===== src/hdl/bresenham_line_rasterizer_core_macros.svh =====
// Assertion macros shared by the line rasterizer RTL.
`ifndef BRESENHAM_LINE_RASTERIZER_CORE_MACROS_SVH
`define BRESENHAM_LINE_RASTERIZER_CORE_MACROS_SVH

// Same-cycle implication, sampled on clk, off while in reset.
`define BLR_ASSERT_IMPL(label, ante, cons, msg) \
    label: assert property (@(posedge clk) disable iff (!rst_n) (ante) |-> (cons)) \
        else $error(msg);

// Next-cycle implication, sampled on clk, off while in reset.
`define BLR_ASSERT_NEXT(label, ante, cons, msg) \
    label: assert property (@(posedge clk) disable iff (!rst_n) (ante) |=> (cons)) \
        else $error(msg);

`endif


===== src/hdl/blr_pkg.sv =====
// Shared constants and control types of the line rasterizer.
package blr_pkg;

    localparam int COORD_BITS_DEFAULT = 6;

    localparam int CFG_ADDR_BITS = 2;
    localparam int CFG_DATA_BITS = 7;

    localparam logic [CFG_ADDR_BITS-1:0] CFG_IDX_WIDTH  = 2'd0;
    localparam logic [CFG_ADDR_BITS-1:0] CFG_IDX_HEIGHT = 2'd1;

    localparam logic [CFG_DATA_BITS-1:0] CANVAS_WIDTH_RESET  = 7'd60;
    localparam logic [CFG_DATA_BITS-1:0] CANVAS_HEIGHT_RESET = 7'd20;

    // controller -> datapath
    typedef struct packed {
        logic load;     // take a new segment into the walk registers
        logic step;     // emit current pixel and advance the walk
    } blr_cmd_t;

    // datapath -> controller
    typedef struct packed {
        logic at_end;   // current pixel equals the end point
        logic out_free; // output register can take a pixel this cycle
    } blr_stat_t;

endpackage


===== src/hdl/blr_seg_if.sv =====
// Segment input channel: two endpoints per item.
interface blr_seg_if #(
    parameter int COORD_BITS = blr_pkg::COORD_BITS_DEFAULT
);
    logic                  valid;
    logic                  ready;
    logic [COORD_BITS-1:0] start_x;
    logic [COORD_BITS-1:0] start_y;
    logic [COORD_BITS-1:0] end_x;
    logic [COORD_BITS-1:0] end_y;

    modport source (output valid, start_x, start_y, end_x, end_y, input ready);
    modport sink   (input valid, start_x, start_y, end_x, end_y, output ready);
endinterface


===== src/hdl/blr_pix_if.sv =====
// Pixel output channel: one pixel per item.
interface blr_pix_if #(
    parameter int COORD_BITS = blr_pkg::COORD_BITS_DEFAULT
);
    logic                  valid;
    logic                  ready;
    logic [COORD_BITS-1:0] pixel_x;
    logic [COORD_BITS-1:0] pixel_y;
    logic                  on_canvas;
    logic                  last_pixel;

    modport source (output valid, pixel_x, pixel_y, on_canvas, last_pixel, input ready);
    modport sink   (input valid, pixel_x, pixel_y, on_canvas, last_pixel, output ready);
endinterface


===== src/hdl/blr_cfg_if.sv =====
// Configuration write channel: register index and write data.
interface blr_cfg_if;
    logic                               valid;
    logic                               ready;
    logic [blr_pkg::CFG_ADDR_BITS-1:0]  index;
    logic [blr_pkg::CFG_DATA_BITS-1:0]  data;

    modport source (output valid, index, data, input ready);
    modport sink   (input valid, index, data, output ready);
endinterface


===== src/hdl/bresenham_line_rasterizer_core.sv =====
// Top level of the Bresenham line rasterizer.
//
// Usage:
//   cfg : register writes, always ready. Index 0 = canvas width, index 1 =
//         canvas height (7 bits each); other indexes are dropped. Write only
//         while no segment is in flight.
//   seg : one item = one segment (start_x, start_y, end_x, end_y).
//   pix : one item per pixel of the all-octant walk, start to end inclusive,
//         with on_canvas (x < width and y < height) and last_pixel on the end.
// Path: the segment loads the walk registers, then each pixel passes through
//   the output register to pix. Throughput: one pixel per cycle while pix
//   takes them; a segment of N = max(|dx|,|dy|)+1 pixels (at most
//   2^COORD_BITS) is walked by the single walk register set, one step a cycle.
// seg is ready again the cycle after the last pixel enters the output
//   register, even if that pixel is still waiting on pix.
// Stall: when pix holds ready low, the output register keeps its pixel and
//   the walk pauses; nothing is dropped or repeated.
// Reset: asynchronous, active low; returns to idle, drops any pending pixel
//   and restores canvas width 60 and height 20.
module bresenham_line_rasterizer_core #(
    parameter int COORD_BITS = blr_pkg::COORD_BITS_DEFAULT
) (
    input  logic         clk,
    input  logic         rst_n,
    blr_cfg_if.sink      cfg,
    blr_seg_if.sink      seg,
    blr_pix_if.source    pix
);

    blr_pkg::blr_cmd_t  cmd;
    blr_pkg::blr_stat_t stat;

    // config registers accept at any time
    assign cfg.ready = 1'b1;

    // state machine: owns the segment handshake and sequences the walk
    blr_ctrl u_ctrl (
        .clk       (clk),
        .rst_n     (rst_n),
        .seg_valid (seg.valid),
        .seg_ready (seg.ready),
        .stat      (stat),
        .cmd       (cmd)
    );

    // datapath: walk registers, error term, canvas test, pixel output register
    blr_datapath #(
        .COORD_BITS (COORD_BITS)
    ) u_datapath (
        .clk           (clk),
        .rst_n         (rst_n),
        .cmd           (cmd),
        .stat          (stat),
        .cfg_valid     (cfg.valid),
        .cfg_index     (cfg.index),
        .cfg_data      (cfg.data),
        .start_x       (seg.start_x),
        .start_y       (seg.start_y),
        .end_x         (seg.end_x),
        .end_y         (seg.end_y),
        .pix_valid     (pix.valid),
        .pix_ready     (pix.ready),
        .pix_x         (pix.pixel_x),
        .pix_y         (pix.pixel_y),
        .pix_on_canvas (pix.on_canvas),
        .pix_last      (pix.last_pixel)
    );

endmodule


===== src/hdl/blr_ctrl.sv =====
// Segment walk controller: idle/walk state machine.
`include "bresenham_line_rasterizer_core_macros.svh"

module blr_ctrl (
    input  logic               clk,
    input  logic               rst_n,
    input  logic               seg_valid,
    output logic               seg_ready,
    input  blr_pkg::blr_stat_t stat,
    output blr_pkg::blr_cmd_t  cmd
);

    typedef enum logic [1:0] {
        ST_IDLE = 2'b01,
        ST_WALK = 2'b10
    } blr_state_t;

    blr_state_t state_reg;
    blr_state_t state_next;

    always_comb
    begin
        state_next = state_reg;
        cmd        = '0;
        seg_ready  = (state_reg == ST_IDLE);
        case (state_reg)
            ST_IDLE:
            begin
                if (seg_valid)
                begin
                    cmd.load   = 1'b1;
                    state_next = ST_WALK;
                end
            end
            ST_WALK:
            begin
                if (stat.out_free)
                begin
                    cmd.step = 1'b1;
                    if (stat.at_end)
                    begin
                        state_next = ST_IDLE;
                    end
                end
            end
            default:
            begin
                state_next = ST_IDLE;
            end
        endcase
    end

    always_ff @(posedge clk or negedge rst_n)
    begin
        if (!rst_n)
        begin
            state_reg <= ST_IDLE;
        end
        else
        begin
            state_reg <= state_next;
        end
    end

    `BLR_ASSERT_NEXT(a_load_starts_walk, cmd.load, state_reg == ST_WALK && !seg_ready, "load did not start a walk")
    `BLR_ASSERT_NEXT(a_end_frees_input, cmd.step && stat.at_end, seg_ready, "input not free after last pixel")

endmodule


===== src/hdl/blr_datapath.sv =====
// Walk registers, error update, canvas test, config and pixel output register.
`include "bresenham_line_rasterizer_core_macros.svh"

module blr_datapath #(
    parameter int COORD_BITS = blr_pkg::COORD_BITS_DEFAULT
) (
    input  logic                              clk,
    input  logic                              rst_n,
    input  blr_pkg::blr_cmd_t                 cmd,
    output blr_pkg::blr_stat_t                stat,
    input  logic                              cfg_valid,
    input  logic [blr_pkg::CFG_ADDR_BITS-1:0] cfg_index,
    input  logic [blr_pkg::CFG_DATA_BITS-1:0] cfg_data,
    input  logic [COORD_BITS-1:0]             start_x,
    input  logic [COORD_BITS-1:0]             start_y,
    input  logic [COORD_BITS-1:0]             end_x,
    input  logic [COORD_BITS-1:0]             end_y,
    output logic                              pix_valid,
    input  logic                              pix_ready,
    output logic [COORD_BITS-1:0]             pix_x,
    output logic [COORD_BITS-1:0]             pix_y,
    output logic                              pix_on_canvas,
    output logic                              pix_last
);

    // error term headroom: doubled error stays below 2^(COORD_BITS+2)
    localparam int EXT = 3;
    localparam int EW  = COORD_BITS + EXT;
    localparam int CMP_W = (COORD_BITS > blr_pkg::CFG_DATA_BITS) ?
                           COORD_BITS : blr_pkg::CFG_DATA_BITS;

    logic [blr_pkg::CFG_DATA_BITS-1:0] canvas_w_reg, canvas_w_next;
    logic [blr_pkg::CFG_DATA_BITS-1:0] canvas_h_reg, canvas_h_next;

    logic [COORD_BITS-1:0] walk_x_reg, walk_x_next;
    logic [COORD_BITS-1:0] walk_y_reg, walk_y_next;
    logic [COORD_BITS-1:0] target_x_reg, target_x_next;
    logic [COORD_BITS-1:0] target_y_reg, target_y_next;
    logic [COORD_BITS-1:0] abs_dx_reg, abs_dx_next;
    logic [COORD_BITS-1:0] abs_dy_reg, abs_dy_next;
    logic                  x_neg_reg, x_neg_next;
    logic                  y_neg_reg, y_neg_next;
    logic signed [EW-1:0]  err_reg, err_next;

    logic                  out_valid_reg, out_valid_next;
    logic [COORD_BITS-1:0] out_x_reg, out_x_next;
    logic [COORD_BITS-1:0] out_y_reg, out_y_next;
    logic                  out_canvas_reg, out_canvas_next;
    logic                  out_last_reg, out_last_next;

    logic                  ld_x_neg, ld_y_neg;
    logic [COORD_BITS-1:0] ld_abs_dx, ld_abs_dy;
    logic signed [EW-1:0]  adx_s, nady_s, doubled;
    logic                  move_x, move_y;
    logic                  at_end, on_canvas;

    // setup for a new segment
    always_comb
    begin
        ld_x_neg  = !(start_x < end_x);
        ld_y_neg  = !(start_y < end_y);
        ld_abs_dx = ld_x_neg ? (start_x - end_x) : (end_x - start_x);
        ld_abs_dy = ld_y_neg ? (start_y - end_y) : (end_y - start_y);
    end

    // one Bresenham step
    always_comb
    begin
        adx_s   = $signed({{EXT{1'b0}}, abs_dx_reg});
        nady_s  = -$signed({{EXT{1'b0}}, abs_dy_reg});
        doubled = err_reg <<< 1;
        move_x  = (doubled >= nady_s);
        move_y  = (doubled <= adx_s);
        at_end  = (walk_x_reg == target_x_reg) && (walk_y_reg == target_y_reg);
        on_canvas = (CMP_W'(walk_x_reg) < CMP_W'(canvas_w_reg)) &&
                    (CMP_W'(walk_y_reg) < CMP_W'(canvas_h_reg));
    end

    assign stat.at_end   = at_end;
    assign stat.out_free = !out_valid_reg || pix_ready;

    always_comb
    begin
        walk_x_next   = walk_x_reg;
        walk_y_next   = walk_y_reg;
        target_x_next = target_x_reg;
        target_y_next = target_y_reg;
        abs_dx_next   = abs_dx_reg;
        abs_dy_next   = abs_dy_reg;
        x_neg_next    = x_neg_reg;
        y_neg_next    = y_neg_reg;
        err_next      = err_reg;
        out_x_next      = out_x_reg;
        out_y_next      = out_y_reg;
        out_canvas_next = out_canvas_reg;
        out_last_next   = out_last_reg;
        out_valid_next  = out_valid_reg && !pix_ready;

        if (cmd.load)
        begin
            walk_x_next   = start_x;
            walk_y_next   = start_y;
            target_x_next = end_x;
            target_y_next = end_y;
            abs_dx_next   = ld_abs_dx;
            abs_dy_next   = ld_abs_dy;
            x_neg_next    = ld_x_neg;
            y_neg_next    = ld_y_neg;
            err_next      = $signed({{EXT{1'b0}}, ld_abs_dx}) -
                            $signed({{EXT{1'b0}}, ld_abs_dy});
        end
        else if (cmd.step)
        begin
            out_valid_next  = 1'b1;
            out_x_next      = walk_x_reg;
            out_y_next      = walk_y_reg;
            out_canvas_next = on_canvas;
            out_last_next   = at_end;
            if (move_x)
            begin
                walk_x_next = x_neg_reg ? (walk_x_reg - 1'b1) : (walk_x_reg + 1'b1);
            end
            if (move_y)
            begin
                walk_y_next = y_neg_reg ? (walk_y_reg - 1'b1) : (walk_y_reg + 1'b1);
            end
            err_next = err_reg + (move_x ? nady_s : '0) + (move_y ? adx_s : '0);
        end
    end

    // configuration registers, writes beyond the list are dropped
    always_comb
    begin
        canvas_w_next = canvas_w_reg;
        canvas_h_next = canvas_h_reg;
        if (cfg_valid)
        begin
            case (cfg_index)
                blr_pkg::CFG_IDX_WIDTH:  canvas_w_next = cfg_data;
                blr_pkg::CFG_IDX_HEIGHT: canvas_h_next = cfg_data;
                default:                 ;
            endcase
        end
    end

    always_ff @(posedge clk or negedge rst_n)
    begin
        if (!rst_n)
        begin
            canvas_w_reg  <= blr_pkg::CANVAS_WIDTH_RESET;
            canvas_h_reg  <= blr_pkg::CANVAS_HEIGHT_RESET;
            out_valid_reg <= 1'b0;
        end
        else
        begin
            canvas_w_reg  <= canvas_w_next;
            canvas_h_reg  <= canvas_h_next;
            out_valid_reg <= out_valid_next;
        end
    end

    always_ff @(posedge clk)
    begin
        walk_x_reg     <= walk_x_next;
        walk_y_reg     <= walk_y_next;
        target_x_reg   <= target_x_next;
        target_y_reg   <= target_y_next;
        abs_dx_reg     <= abs_dx_next;
        abs_dy_reg     <= abs_dy_next;
        x_neg_reg      <= x_neg_next;
        y_neg_reg      <= y_neg_next;
        err_reg        <= err_next;
        out_x_reg      <= out_x_next;
        out_y_reg      <= out_y_next;
        out_canvas_reg <= out_canvas_next;
        out_last_reg   <= out_last_next;
    end

    assign pix_valid     = out_valid_reg;
    assign pix_x         = out_x_reg;
    assign pix_y         = out_y_reg;
    assign pix_on_canvas = out_canvas_reg;
    assign pix_last      = out_last_reg;

    `BLR_ASSERT_IMPL(a_step_no_overwrite, cmd.step, !out_valid_reg || pix_ready, "pixel overwritten while stalled")
    `BLR_ASSERT_NEXT(a_step_moves, cmd.step && !at_end, walk_x_reg != $past(walk_x_reg) || walk_y_reg != $past(walk_y_reg), "walk did not advance")

endmodule

===== src/flat_wrapper.sv =====
// flat-port wrapper written by rule: the top's interface ports become plain ports
module bresenham_line_rasterizer_core_flat 
#(
    parameter int COORD_BITS = blr_pkg::COORD_BITS_DEFAULT
)
  (clk, rst_n, cfg_valid, cfg_index, cfg_data, cfg_ready, seg_valid, seg_start_x, seg_start_y, seg_end_x, seg_end_y, seg_ready, pix_valid, pix_pixel_x, pix_pixel_y, pix_on_canvas, pix_last_pixel, pix_ready);
  blr_cfg_if cfg_i ();
  blr_seg_if #(.COORD_BITS(COORD_BITS)) seg_i ();
  blr_pix_if #(.COORD_BITS(COORD_BITS)) pix_i ();
  input  logic clk;
  input  logic rst_n;
  input wire logic [$bits(cfg_i.valid)-1:0] cfg_valid;
  input wire logic [$bits(cfg_i.index)-1:0] cfg_index;
  input wire logic [$bits(cfg_i.data)-1:0] cfg_data;
  output wire logic [$bits(cfg_i.ready)-1:0] cfg_ready;
  input wire logic [$bits(seg_i.valid)-1:0] seg_valid;
  input wire logic [$bits(seg_i.start_x)-1:0] seg_start_x;
  input wire logic [$bits(seg_i.start_y)-1:0] seg_start_y;
  input wire logic [$bits(seg_i.end_x)-1:0] seg_end_x;
  input wire logic [$bits(seg_i.end_y)-1:0] seg_end_y;
  output wire logic [$bits(seg_i.ready)-1:0] seg_ready;
  output wire logic [$bits(pix_i.valid)-1:0] pix_valid;
  output wire logic [$bits(pix_i.pixel_x)-1:0] pix_pixel_x;
  output wire logic [$bits(pix_i.pixel_y)-1:0] pix_pixel_y;
  output wire logic [$bits(pix_i.on_canvas)-1:0] pix_on_canvas;
  output wire logic [$bits(pix_i.last_pixel)-1:0] pix_last_pixel;
  input wire logic [$bits(pix_i.ready)-1:0] pix_ready;
  assign cfg_i.valid = cfg_valid;
  assign cfg_i.index = cfg_index;
  assign cfg_i.data = cfg_data;
  assign cfg_ready = cfg_i.ready;
  assign seg_i.valid = seg_valid;
  assign seg_i.start_x = seg_start_x;
  assign seg_i.start_y = seg_start_y;
  assign seg_i.end_x = seg_end_x;
  assign seg_i.end_y = seg_end_y;
  assign seg_ready = seg_i.ready;
  assign pix_valid = pix_i.valid;
  assign pix_pixel_x = pix_i.pixel_x;
  assign pix_pixel_y = pix_i.pixel_y;
  assign pix_on_canvas = pix_i.on_canvas;
  assign pix_last_pixel = pix_i.last_pixel;
  assign pix_i.ready = pix_ready;
  bresenham_line_rasterizer_core #(.COORD_BITS(COORD_BITS)) u_core (.clk(clk), .rst_n(rst_n), .cfg(cfg_i), .seg(seg_i), .pix(pix_i));
endmodule

===== config.mk =====
export PLATFORM = sky130hd
export DESIGN_NAME = bresenham_line_rasterizer_core_flat
export DESIGN_NICKNAME = d
export VERILOG_FILES = /design/src/hdl/blr_pkg.sv /design/src/hdl/blr_seg_if.sv /design/src/hdl/blr_pix_if.sv /design/src/hdl/blr_cfg_if.sv /design/src/hdl/bresenham_line_rasterizer_core.sv /design/src/hdl/blr_ctrl.sv /design/src/hdl/blr_datapath.sv /design/src/flat_wrapper.sv
export VERILOG_INCLUDE_DIRS = /design/src /design/src/hdl
export SDC_FILE = /design/constraint.sdc
export NUM_CORES = 1
export LEC_CHECK = 0
export BUFFER_PORTS_ARGS = -buffer_cell sky130_fd_sc_hd__clkbuf_2
export CELL_PAD_IN_SITES_DETAIL_PLACEMENT = 1
export CELL_PAD_IN_SITES_GLOBAL_PLACEMENT = 1
export CORE_MARGIN = 2
export CORE_UTILIZATION = 49
export CTS_BUF_LIST = sky130_fd_sc_hd__clkbuf_8
export DETAILED_ROUTE_END_ITERATION = 12
export PLACE_DENSITY_LB_ADDON = 0.1
export SYNTH_ARGS = -nofsm -noshare
export SYNTH_HDL_FRONTEND = slang
export SYNTH_SLANG_ARGS = --single-unit

===== constraint.sdc =====
create_clock -name clk -period 5.6 [get_ports clk]
set_input_delay 1.4 -clock clk [delete_from_list [all_inputs] [get_ports clk]]
set_output_delay 1.4 -clock clk [all_outputs]
set_load 0.01 [all_outputs]

==> out/qor.yml, run 1 <==
grt_pass1_wl_mm: 22.47
rows: 38
gp_congestion: 0.9507
multi_input_area_sq_um: 2949
layout-drive-gt1-share: 0.1622
ant_nets: 0
diodes: 0
cp.arrival_ps: 4780
yosysSeqAreaShare: 0.4071
syn_nets: 645
grtUsageTotal: 0.2504
postSynthCellCount: 526
place_area_sq_um: 5926
powerDensity_nw_per_um2: 578.3
cts_max_level: 3
pin_count: 55
fin_area_sq_um: 6132
syn_area_sq_um: 5493
coreArea_sq_um: 10890
cts.repair.resized: 0
fp.dieArea_sq_um: 12070
grt_remaining_overflow: 0
setup_viol: 0
ys_async_sr_fraction: 0.2208
ys_seq_elements: 77
period_needed_ps: 4688
die_h_um: 109.9
worst_slew_pin_slew_ps: 893.0
cts_root_buffer: "clkbuf_8"
path_class: "register to register"
start_util: 0.5045
vias: 4056
synth_area_per_cell_sq_um: 10.44
post_cts_buffers: 0
grt_pass1_vias: 4304
required_ps: 5690
synthTopCellsByArea: "edfxtp_1 (33%), ha_1 (15%), fa_1 (5.1%), inv_1 (5.0%), dfrtp_1 (4.6%)"
rsz0062_at_grt: "no"
grt_max_degree: 45
final_common_cell: "inv_1"
cts_made_buffers: 9
cts_tree: "built"
ir_drop_mv: 0.2720
p_leak_uw: 0.002800
cap_violations: 0
clock_skew_ps: 14.21
ys_types: 54
clkSlewWorstSetupHoldPaths_ps: 90
routedWlPerCell_um: 19.06
area_growth_pct: 11.64
port_buffers: 53
first_pass_iters: 4
vias_per_cell: 5.541
final_net_count: 706
synth_top_area_share: 0.3280
drc: 0
seqCellArea_sq_um: 2236
synthFlopType: "edfxtp_1"
status: "complete, no violations"
slew_viol_final: 0
antenna_found_initial: 0
synth_edf_count: 60
drt_iter0_markers: 224
dp_hpwl_mm: 11.10
setup.worst_path.start_class: "register"
drt_wl_total_mm: 13.96
yosys.area.top_type: "edfxtp_1"
die_x_um: 109.9
fillers: 1234
hold_viol: 0
largest_reg_flops: 8
cts_buffer_depth: 2
worst_skew_pair.late_latency_ps: 370
synth_warnings: 0
hp-class: "register to register"
max_freq_ghz: 0.2133
clock-sinks: 77
crit_fanout: 7
finalPower_uw: 3546
cts_hold_buf: 0
final_cell_mix: "inv_1 (73), ha_1 (67), edfxtp_1 (60)"
endpoint_kind: "register"
fin_crit_sh: 0.8372
max_slew_margin: 0.4038
tns_ps: 0
## critical path: stages (launching register included)
cell and delay, ps:
edfxtp_1 420, or4_4 580, nor2_1 130, xor2_1 250
ha_1 290, o21a_1 170, o21ai_0 230, o21ai_1 120
nand2_1 220, nor2_1 90, fa_1 500, ha_1 180
inv_1 60, fa_1 400, nor2b_1 190, nor3_1 90
o21bai_1 150, a21oi_1 90, xnor3_1 200, o21ai_1 60
## cell type report
class,count,share of cell area
clock buffer,9,0.02020
clock inverter,7,0.01347
inverter,76,0.04652
multi-input combinational,368,0.4809
sequential,77,0.3646
tap,140,0.02857
timing repair buffer,55,0.04570
## report_power, final
part,internal (uW),switching [uW]
Clock,212,235
Combinational,862,1110
Sequential,941,183
Total,2020,1530
## final timing paths
| path | start | endpoint | slack [ps] | depth (start not counted) |
|---|---|---|---|---|
| max | u_core.u_datapath.abs_dy_reg[3]$_DFFE_PP_ | u_core.u_datapath.err_reg[7]$_DFFE_PP_ | 910 | 19 |
| min | u_core.u_datapath.canvas_w_reg[3]$_DFFE_PN1P_ | u_core.u_datapath.canvas_w_reg[3]$_DFFE_PN1P_ | 500 | 2 |
| min reg2reg | u_core.u_datapath.canvas_w_reg[3]$_DFFE_PN1P_ | u_core.u_datapath.canvas_w_reg[3]$_DFFE_PN1P_ | 500 | 2 |
| max reg2reg | u_core.u_datapath.abs_dy_reg[3]$_DFFE_PP_ | u_core.u_datapath.err_reg[7]$_DFFE_PP_ | 910 | 19 |
| min in group asynchronous | rst_n | u_core.u_datapath.canvas_w_reg[0]$_DFFE_PN0P_ | 990 | 1 |
| max in group asynchronous | rst_n | u_core.u_datapath.canvas_h_reg[2]$_DFFE_PN1P_ | 4240 | 1 |
## cell usage after synthesis (2+ instances only)
master / count
inv_1: 73
ha_1: 67
edfxtp_1: 60
a21oi_1: 40
nor2_1: 39
nand2_1: 31
xnor2_1: 28
a21o_1: 16
o21ai_1: 16
fa_1: 14
xor2_1: 12
nor2b_1: 11
dfrtp_1: 10
nor3_1: 10
o21ai_0: 10
mux2_2: 9
dfstp_2: 7
nand2b_1: 7
o21a_1: 7
o21bai_1: 5
mux2i_1: 4
clkbuf_1: 3
inv_2: 3
mux2_1: 3
nand4_1: 3
o211ai_1: 3
o31ai_1: 3
a211oi_1: 2
a22o_1: 2
nand3_1: 2
o221ai_1: 2
o22ai_1: 2
## cell families (layout without fill, tap and decap cells)
group | after synthesis | after routing | share of synthesized area
AO/OA/AOI/OAI | 117 | 117 | 0.1344
adder cells (fa/ha/maj) | 81 | 81 | 0.2036
flip-flops | 77 | 77 | 0.4071
other | 1 | 1 | 0.0006827
multiplexers | 16 | 16 | 0.03189
buffers and inverters | 81 | 147 | 0.05604
AND/OR/NAND/NOR | 112 | 112 | 0.09841
XOR/XNOR | 41 | 41 | 0.06788
## per-stage QoR
step,hold slack (ps),std cells,util,setup WS [ps]
2_1_floorplan,466.9,526,-,1275
6_report,503.3,732,0.5632,911.9
4_1_cts,504.2,732,0.5632,924.5
5_1_grt,525.2,732,0.5632,637.2
3_5_place_dp,489.1,716,0.5442,777.6
3_3_place_gp,484.2,716,0.5442,997.9
## metal layers
| metal | share of wire | track usage | up-vias |
|---|---|---|---|
| li1 | - | - | 1941 |
| met1 | 0.47 | 0.3403 | 2029 |
| met2 | 0.49 | 0.4154 | 75 |
| met3 | 0.030 | 0.04209 | 11 |
| met4 | 0.012 | 0.06329 | 0 |
| met5 | 0 | 0 | - |
No activity file was read; power rests on OpenSTA's default activity.
==> inputs of run 2 (changes only) <==
--- a/config.mk
+++ b/config.mk
@@ -10,7 +10,7 @@
 export CELL_PAD_IN_SITES_DETAIL_PLACEMENT = 1
 export CELL_PAD_IN_SITES_GLOBAL_PLACEMENT = 1
 export CORE_MARGIN = 2
-export CORE_UTILIZATION = 49
+export CORE_UTILIZATION = 44
 export CTS_BUF_LIST = sky130_fd_sc_hd__clkbuf_8
 export DETAILED_ROUTE_END_ITERATION = 12
 export PLACE_DENSITY_LB_ADDON = 0.1
==> constraint.sdc (replaced) <==
create_clock -name clk -period 4.2 [get_ports clk]
set_input_delay 1.05 -clock clk [delete_from_list [all_inputs] [get_ports clk]]
set_output_delay 1.05 -clock clk [all_outputs]
set_load 0.01 [all_outputs]
==> run 2 against run 1 <==
Against the previous run: the flow now finishes with violations (setup timing); critical path depth shrank 2; flip-flop and latch count unchanged; sequential share of layout area shrank 2.3 points; utilization is 2.2 points lower; fmax grew 8.2%; die area rose by 11%; cell count grew 9.0%; clock-buffer cell count up 2; clock skew shrank 3.3 ps; critical path type unchanged.
==> out/qor.yml, run 2 (synthesis gave the netlist of run 1 again) <==
status: "finished with violations"
violations: "setup timing"
fp.dieArea_sq_um: 13390
dp_hpwl_mm: 11.13
routedWlPerCell_um: 17.91
fin_ws_ps: -134.4
required_ps: 4410
final_net_count: 744
cts_max_level: 3
startpoint: "u_core.u_datapath.abs_dy_reg[3]$_DFFE_PP_"
pin_count: 55
use_met3: 0.05178
die_h_um: 115.7
cts_made_buffers: 9
rows: 40
coreArea_sq_um: 12110
antenna_found_initial: 0
endpoint_kind: "register"
hold_path_depth: 2
die_x_um: 115.7
hold_slack_ps: 498.0
worst_skew_pair.late_latency_ps: 370
path_class: "register to register"
gp_congestion: 0.8526
grt-busiest-layer: "met2"
start_util: 0.4535
fin_crit_sh: 1.032
crit_cells: 17
drt_wl_total_mm: 14.29
met2_usage: 0.4121
setup_viol: 2
vias: 4153
finalCoreUtilization: 0.5408
cts_root_buffer: "clkbuf_8"
cp_top_family: "simple AND/OR/NAND/NOR gates"
max_slew_margin: 0.3685
area_growth_pct: 19.25
diodes: 0
drc: 0
slowest_delay_ps: 570
hp-class: "register to register"
clkSlewWorstSetupHoldPaths_ps: 80
layout.cells.non_filler: 798
rsz0062_at_grt: "yes"
drt_iter0_markers: 145
cts_buffer_depth: 2
largest_reg_flops: 8
ant_nets: 0
layout-drive-gt1-share: 0.2476
grt_pass1_wl_mm: 23.05
cts_hold_buf: 0
reg2reg_from: "u_core.u_datapath.abs_dy_reg[3]$_DFFE_PP_"
r2r_cells: 17
place_ws_ps: -261.7
vias_per_cell: 5.204
grt_max_degree: 45
period_needed_ps: 4334
final_common_cell: "inv_1"
cts_tree: "built"
slowest_stage: "or4_4"
grt_pass1_vias: 4537
max_freq_ghz: 0.2307
placed_cells: 775
setup.worst_path.start_class: "register"
cap_violations: 0
crit_fanout: 4
clock-sinks: 77
grt.met1_usage: 0.2697
hold_viol: 0
r2r_end: "u_core.u_datapath.err_reg[7]$_DFFE_PP_"
first_pass_iters: 4
grtUsageTotal: 0.2273
slew_viol_final: 0
rrSetupSlack_ps: -130
cp.arrival_ps: 4540
path_buf_inv: 1
critPathCapture: "u_core.u_datapath.err_reg[7]$_DFFE_PP_"
powerDensity_nw_per_um2: 777.9
worst_slew_pin_slew_ps: 945.8
grt_remaining_overflow: 0
final_cell_mix: "inv_1 (71), ha_1 (63), edfxtp_1 (60)"
clock_skew_ps: 10.89
ir_drop_mv: 0.6890
p_leak_uw: 0.002997
port_buffers: 53
crit_chain: "or4_4, nor2_4, xor2_2, ha_2, a22o_1, nor4_4, o21ai_2, nand2_2, buf_6, nor2_1, fa_1, ha_1, o21ai_0, o21bai_1, a21oi_1, xnor3_1, o21ai_1"
-- run 2: power breakdown --
| group | switching, uW | internal (uW) | leakage (uW) |
|---|---|---|---|
| Clock | 297 | 247 | 0.0000934 |
| Sequential | 241 | 1250 | 0.000755 |
| Combinational | 1620 | 1440 | 0.00215 |
| Total | 2160 | 2940 | 0.00300 |
-- run 2: worst register-to-register path, stage by stage, from the launching register on --
cell	delay (ps)
edfxtp_1	400
or4_4	570
nor2_4	120
xor2_2	80
ha_2	200
a22o_1	260
nor4_4	310
o21ai_2	120
nand2_2	130
buf_6	120
nor2_1	50
fa_1	450
ha_1	370
o21ai_0	320
o21bai_1	130
a21oi_1	180
xnor3_1	230
o21ai_1	130
-- run 2: repair_timing --
item	in CTS	in global routing
pin swaps	9	4
resized for setup	20	10
buffers inserted	4	3
endpoints found under the hold margin	0	0
setup endpoints to repair	4	4
-- run 2: metrics by stage --
step,total power (uW),setup TNS (ps),instance area [sq um]
global placement,4105,-43.44,6193
floorplan,3348,0,5493
global route,5532,-827.7,6550
CTS,4997,-44.78,6490
finish,5095,-171.9,6550
detailed placement,4244,-574.7,6193
-- run 2: routing by layer --
metal	wire length [um]	up-vias	share of wire
met4	298	0	0.021
met2	7430	65	0.52
met5	0	-	0
li1	-	2015	-
met3	503	21	0.035
met1	6061	2052	0.42
-- run 2: final cells by class --
| type | instances | area [sq um] |
|---|---|---|
| clock buffers | 11 | 151.4 |
| clock inverters | 5 | 33.78 |
| fillers | 1402 | 5562 |
| inverters | 76 | 285.3 |
| multi-input cells | 368 | 3064 |
| flip-flops and latches | 77 | 2236 |
| well taps | 168 | 210.2 |
| repair buffers | 93 | 569.3 |
-- run 2: how the worst min path moves through the flow --
stage                                                               end                                     startpoint
after floorplan           u_core.u_datapath.canvas_w_reg[2]$_DFFE_PN1P_  u_core.u_datapath.canvas_w_reg[2]$_DFFE_PN1P_
after global placement    u_core.u_datapath.canvas_w_reg[3]$_DFFE_PN1P_  u_core.u_datapath.canvas_w_reg[3]$_DFFE_PN1P_
after detailed placement  u_core.u_datapath.canvas_w_reg[3]$_DFFE_PN1P_  u_core.u_datapath.canvas_w_reg[3]$_DFFE_PN1P_
after CTS                 u_core.u_datapath.canvas_w_reg[3]$_DFFE_PN1P_  u_core.u_datapath.canvas_w_reg[3]$_DFFE_PN1P_
after global routing      u_core.u_datapath.canvas_w_reg[3]$_DFFE_PN1P_  u_core.u_datapath.canvas_w_reg[3]$_DFFE_PN1P_
final                     u_core.u_datapath.canvas_w_reg[3]$_DFFE_PN1P_  u_core.u_datapath.canvas_w_reg[3]$_DFFE_PN1P_
==> inputs of run 3 (changes only) <==
==> constraint.sdc (replaced) <==
create_clock -name clk -period 4.2 [get_ports clk]
set_input_delay 0 -clock clk [delete_from_list [all_inputs] [get_ports clk]]
set_output_delay 0 -clock clk [all_outputs]
set_load 0.01 [all_outputs]
==> run 3 against run 2 <==
Against the previous run: the flow still finishes with violations (setup timing); die area unchanged; first-iteration DRC count unchanged; power increased by 1.4%; flip-flop and latch count unchanged; utilization increased by 1.0 points; worst setup slack improved by 64 ps; critical endpoint unchanged; critical path depth increased by 3; worst hold slack got worse by 480 ps; largest cell class unchanged; sequential share of layout area decreased by 0.65 points; critical path type unchanged.
==> out/qor.yml, run 3 (synthesis gave the netlist of run 1 again) <==
finalCoreUtilization: 0.5512
dp_hpwl_mm: 10.95
fp.dieArea_sq_um: 13390
final_net_count: 752
die_x_um: 115.7
grt_max_degree: 45
route.met3.wl_um: 281
port_buffers: 53
pin_count: 55
grtUsageTotal: 0.2327
fin_ws_ps: -70.56
gp_congestion: 0.8481
drc: 0
violations: "setup timing"
fillers: 1385
coreArea_sq_um: 12110
drt_wl_total_mm: 14.72
status: "finished with violations"
setup_viol: 1
routedWlPerCell_um: 18.27
grt_remaining_overflow: 0
hp-class: "primary input to register"
ir_drop_mv: 0.4411
worst_slew_pin_slew_ps: 916.6
final_cell_mix: "inv_1 (72), ha_1 (64), edfxtp_1 (60)"
maxUsedRoutingLayer: "met4"
ant_nets: 0
wl_met1_mm: 6.403
rsz0062_at_grt: "yes"
grt_pass1_wl_mm: 23.38
endpoint_kind: "register"
p_leak_uw: 0.003033
cts_root_buffer: "clkbuf_8"
start_util: 0.4535
largest_reg_flops: 8
cts_tree: "built"
setup.worst_path.start_class: "register"
cp.arrival_ps: 4370
clock-sinks: 77
antenna_found_initial: 0
seqCellArea_sq_um: 2236
clkSlewWorstSetupHoldPaths_ps: 90
crit_chain: "or4_4, buf_6, nand2_1, ha_1, o211ai_1, a21oi_2, nor4_4, o21ai_2, nand2_2, nor2_2, fa_1, ha_2, inv_2, fa_2, nor2b_2, nor3_2, o21bai_1, a21oi_1, xnor3_1, o21ai_1"
powerDensity_nw_per_um2: 774.1
hold_viol: 0
rows: 40
max_slew_margin: 0.3880
die_h_um: 115.7
area_growth_pct: 21.55
required_ps: 4300
crit_fanout: 4
cts_max_level: 3
path_class: "register to register"
max_freq_ghz: 0.2342
first_pass_iters: 4
drt_iter0_markers: 145
multi_input_area_sq_um: 3048
slowest_stage: "or4_4"
slowest_delay_ps: 590
finalPower_uw: 5168
wl_met2_mm: 7.533
final_common_cell: "inv_1"
vias_per_cell: 5.216
cp_top_family: "simple AND/OR/NAND/NOR gates"
worst_skew_pair.late_latency_ps: 380
layout-drive-gt1-share: 0.2132
path_buf_inv: 2
period_needed_ps: 4271
grt_pass1_vias: 4611
diodes: 0
fin_crit_sh: 1.017
slew_viol_final: 0
clock_skew_ps: 8.925
cts_buffer_depth: 2
cts_made_buffers: 9
place_area_sq_um: 6043
cap_violations: 0
fin_area_sq_um: 6676
vias: 4204
-- run 3: changes by cell type in the layout (fill, tap and decap cells not counted), sizes merged --
cell / change
buf: -17
bufinv: +1
clkbuf: -2
clkinv: -2
dlygate4sd3: +25
inv: +3
-- run 3: layout make-up --
type                            count  share of cell area
Timing Repair Buffer              101              0.1036
Sequential cell                    77              0.3349
Clock inverter                      7             0.01218
Multi-Input combinational cell    368              0.4565
Tap cell                          168             0.03148
Clock buffer                        9             0.01855
Inverter                           76             0.04273
-- run 3: metrics by stage --
stage,std cells,hold WS [ps],setup TNS (ps),worst slack [ps]
global route,806,48.67,-606.6,-258.7
finish,806,13.61,-70.56,-70.56
detailed placement,755,-16.75,-388.3,-203.5
CTS,803,0.9476,-19.66,-19.66
floorplan,526,-295.6,0,70.91
global placement,755,-27.91,-37.32,-37.32
-- run 3: metal layers --
metal	global-route usage	vias to the layer above
met5	0	-
met3	0.02720	29
met2	0.4183	65
li1	-	2034
met4	0.1032	0
met1	0.2805	2076
-- run 3: power breakdown --
group,switching [uW],internal [uW],total [uW]
clock,324,284,608
combinational,1620,1440,3060
sequential,245,1250,1500
-- run 3: timing repair --
| item | CTS | global route |
|---|---|---|
| endpoints found under the hold margin | 48 | 0 |
| buffers inserted | 7 | 3 |
| cloned | 0 | 0 |
| endpoints found under the setup margin | 3 | 5 |
| resized for setup | 15 | 11 |
| hold buffers | 25 | 0 |
| pin swaps | 7 | 10 |
-- run 3: worst min-delay path: stages --
cell	delay, ps
clkbuf_2	100
inv_1	60
a21oi_1	120
-- run 3: worst paths after layout --
| path | slack [ps] | start | cells after the start | endpoint |
|---|---|---|---|---|
| setup / recovery | -70 | u_core.u_datapath.abs_dy_reg[3]$_DFFE_PP_ | 20 | u_core.u_datapath.err_reg[7]$_DFFE_PP_ |
| hold / removal | 10 | seg_start_y[2] | 3 | u_core.u_datapath.walk_y_reg[2]$_DFFE_PP_ |
| setup reg to reg | -70 | u_core.u_datapath.abs_dy_reg[3]$_DFFE_PP_ | 20 | u_core.u_datapath.err_reg[7]$_DFFE_PP_ |
| hold reg to reg | 500 | u_core.u_datapath.canvas_w_reg[2]$_DFFE_PN1P_ | 2 | u_core.u_datapath.canvas_w_reg[2]$_DFFE_PN1P_ |
| max in group asynchronous | 3760 | rst_n | 2 | u_core.u_ctrl.state_reg[0]$_DFFE_PN1P_ |
| min in group asynchronous | 90 | rst_n | 2 | u_core.u_datapath.canvas_w_reg[6]$_DFFE_PN0P_ |
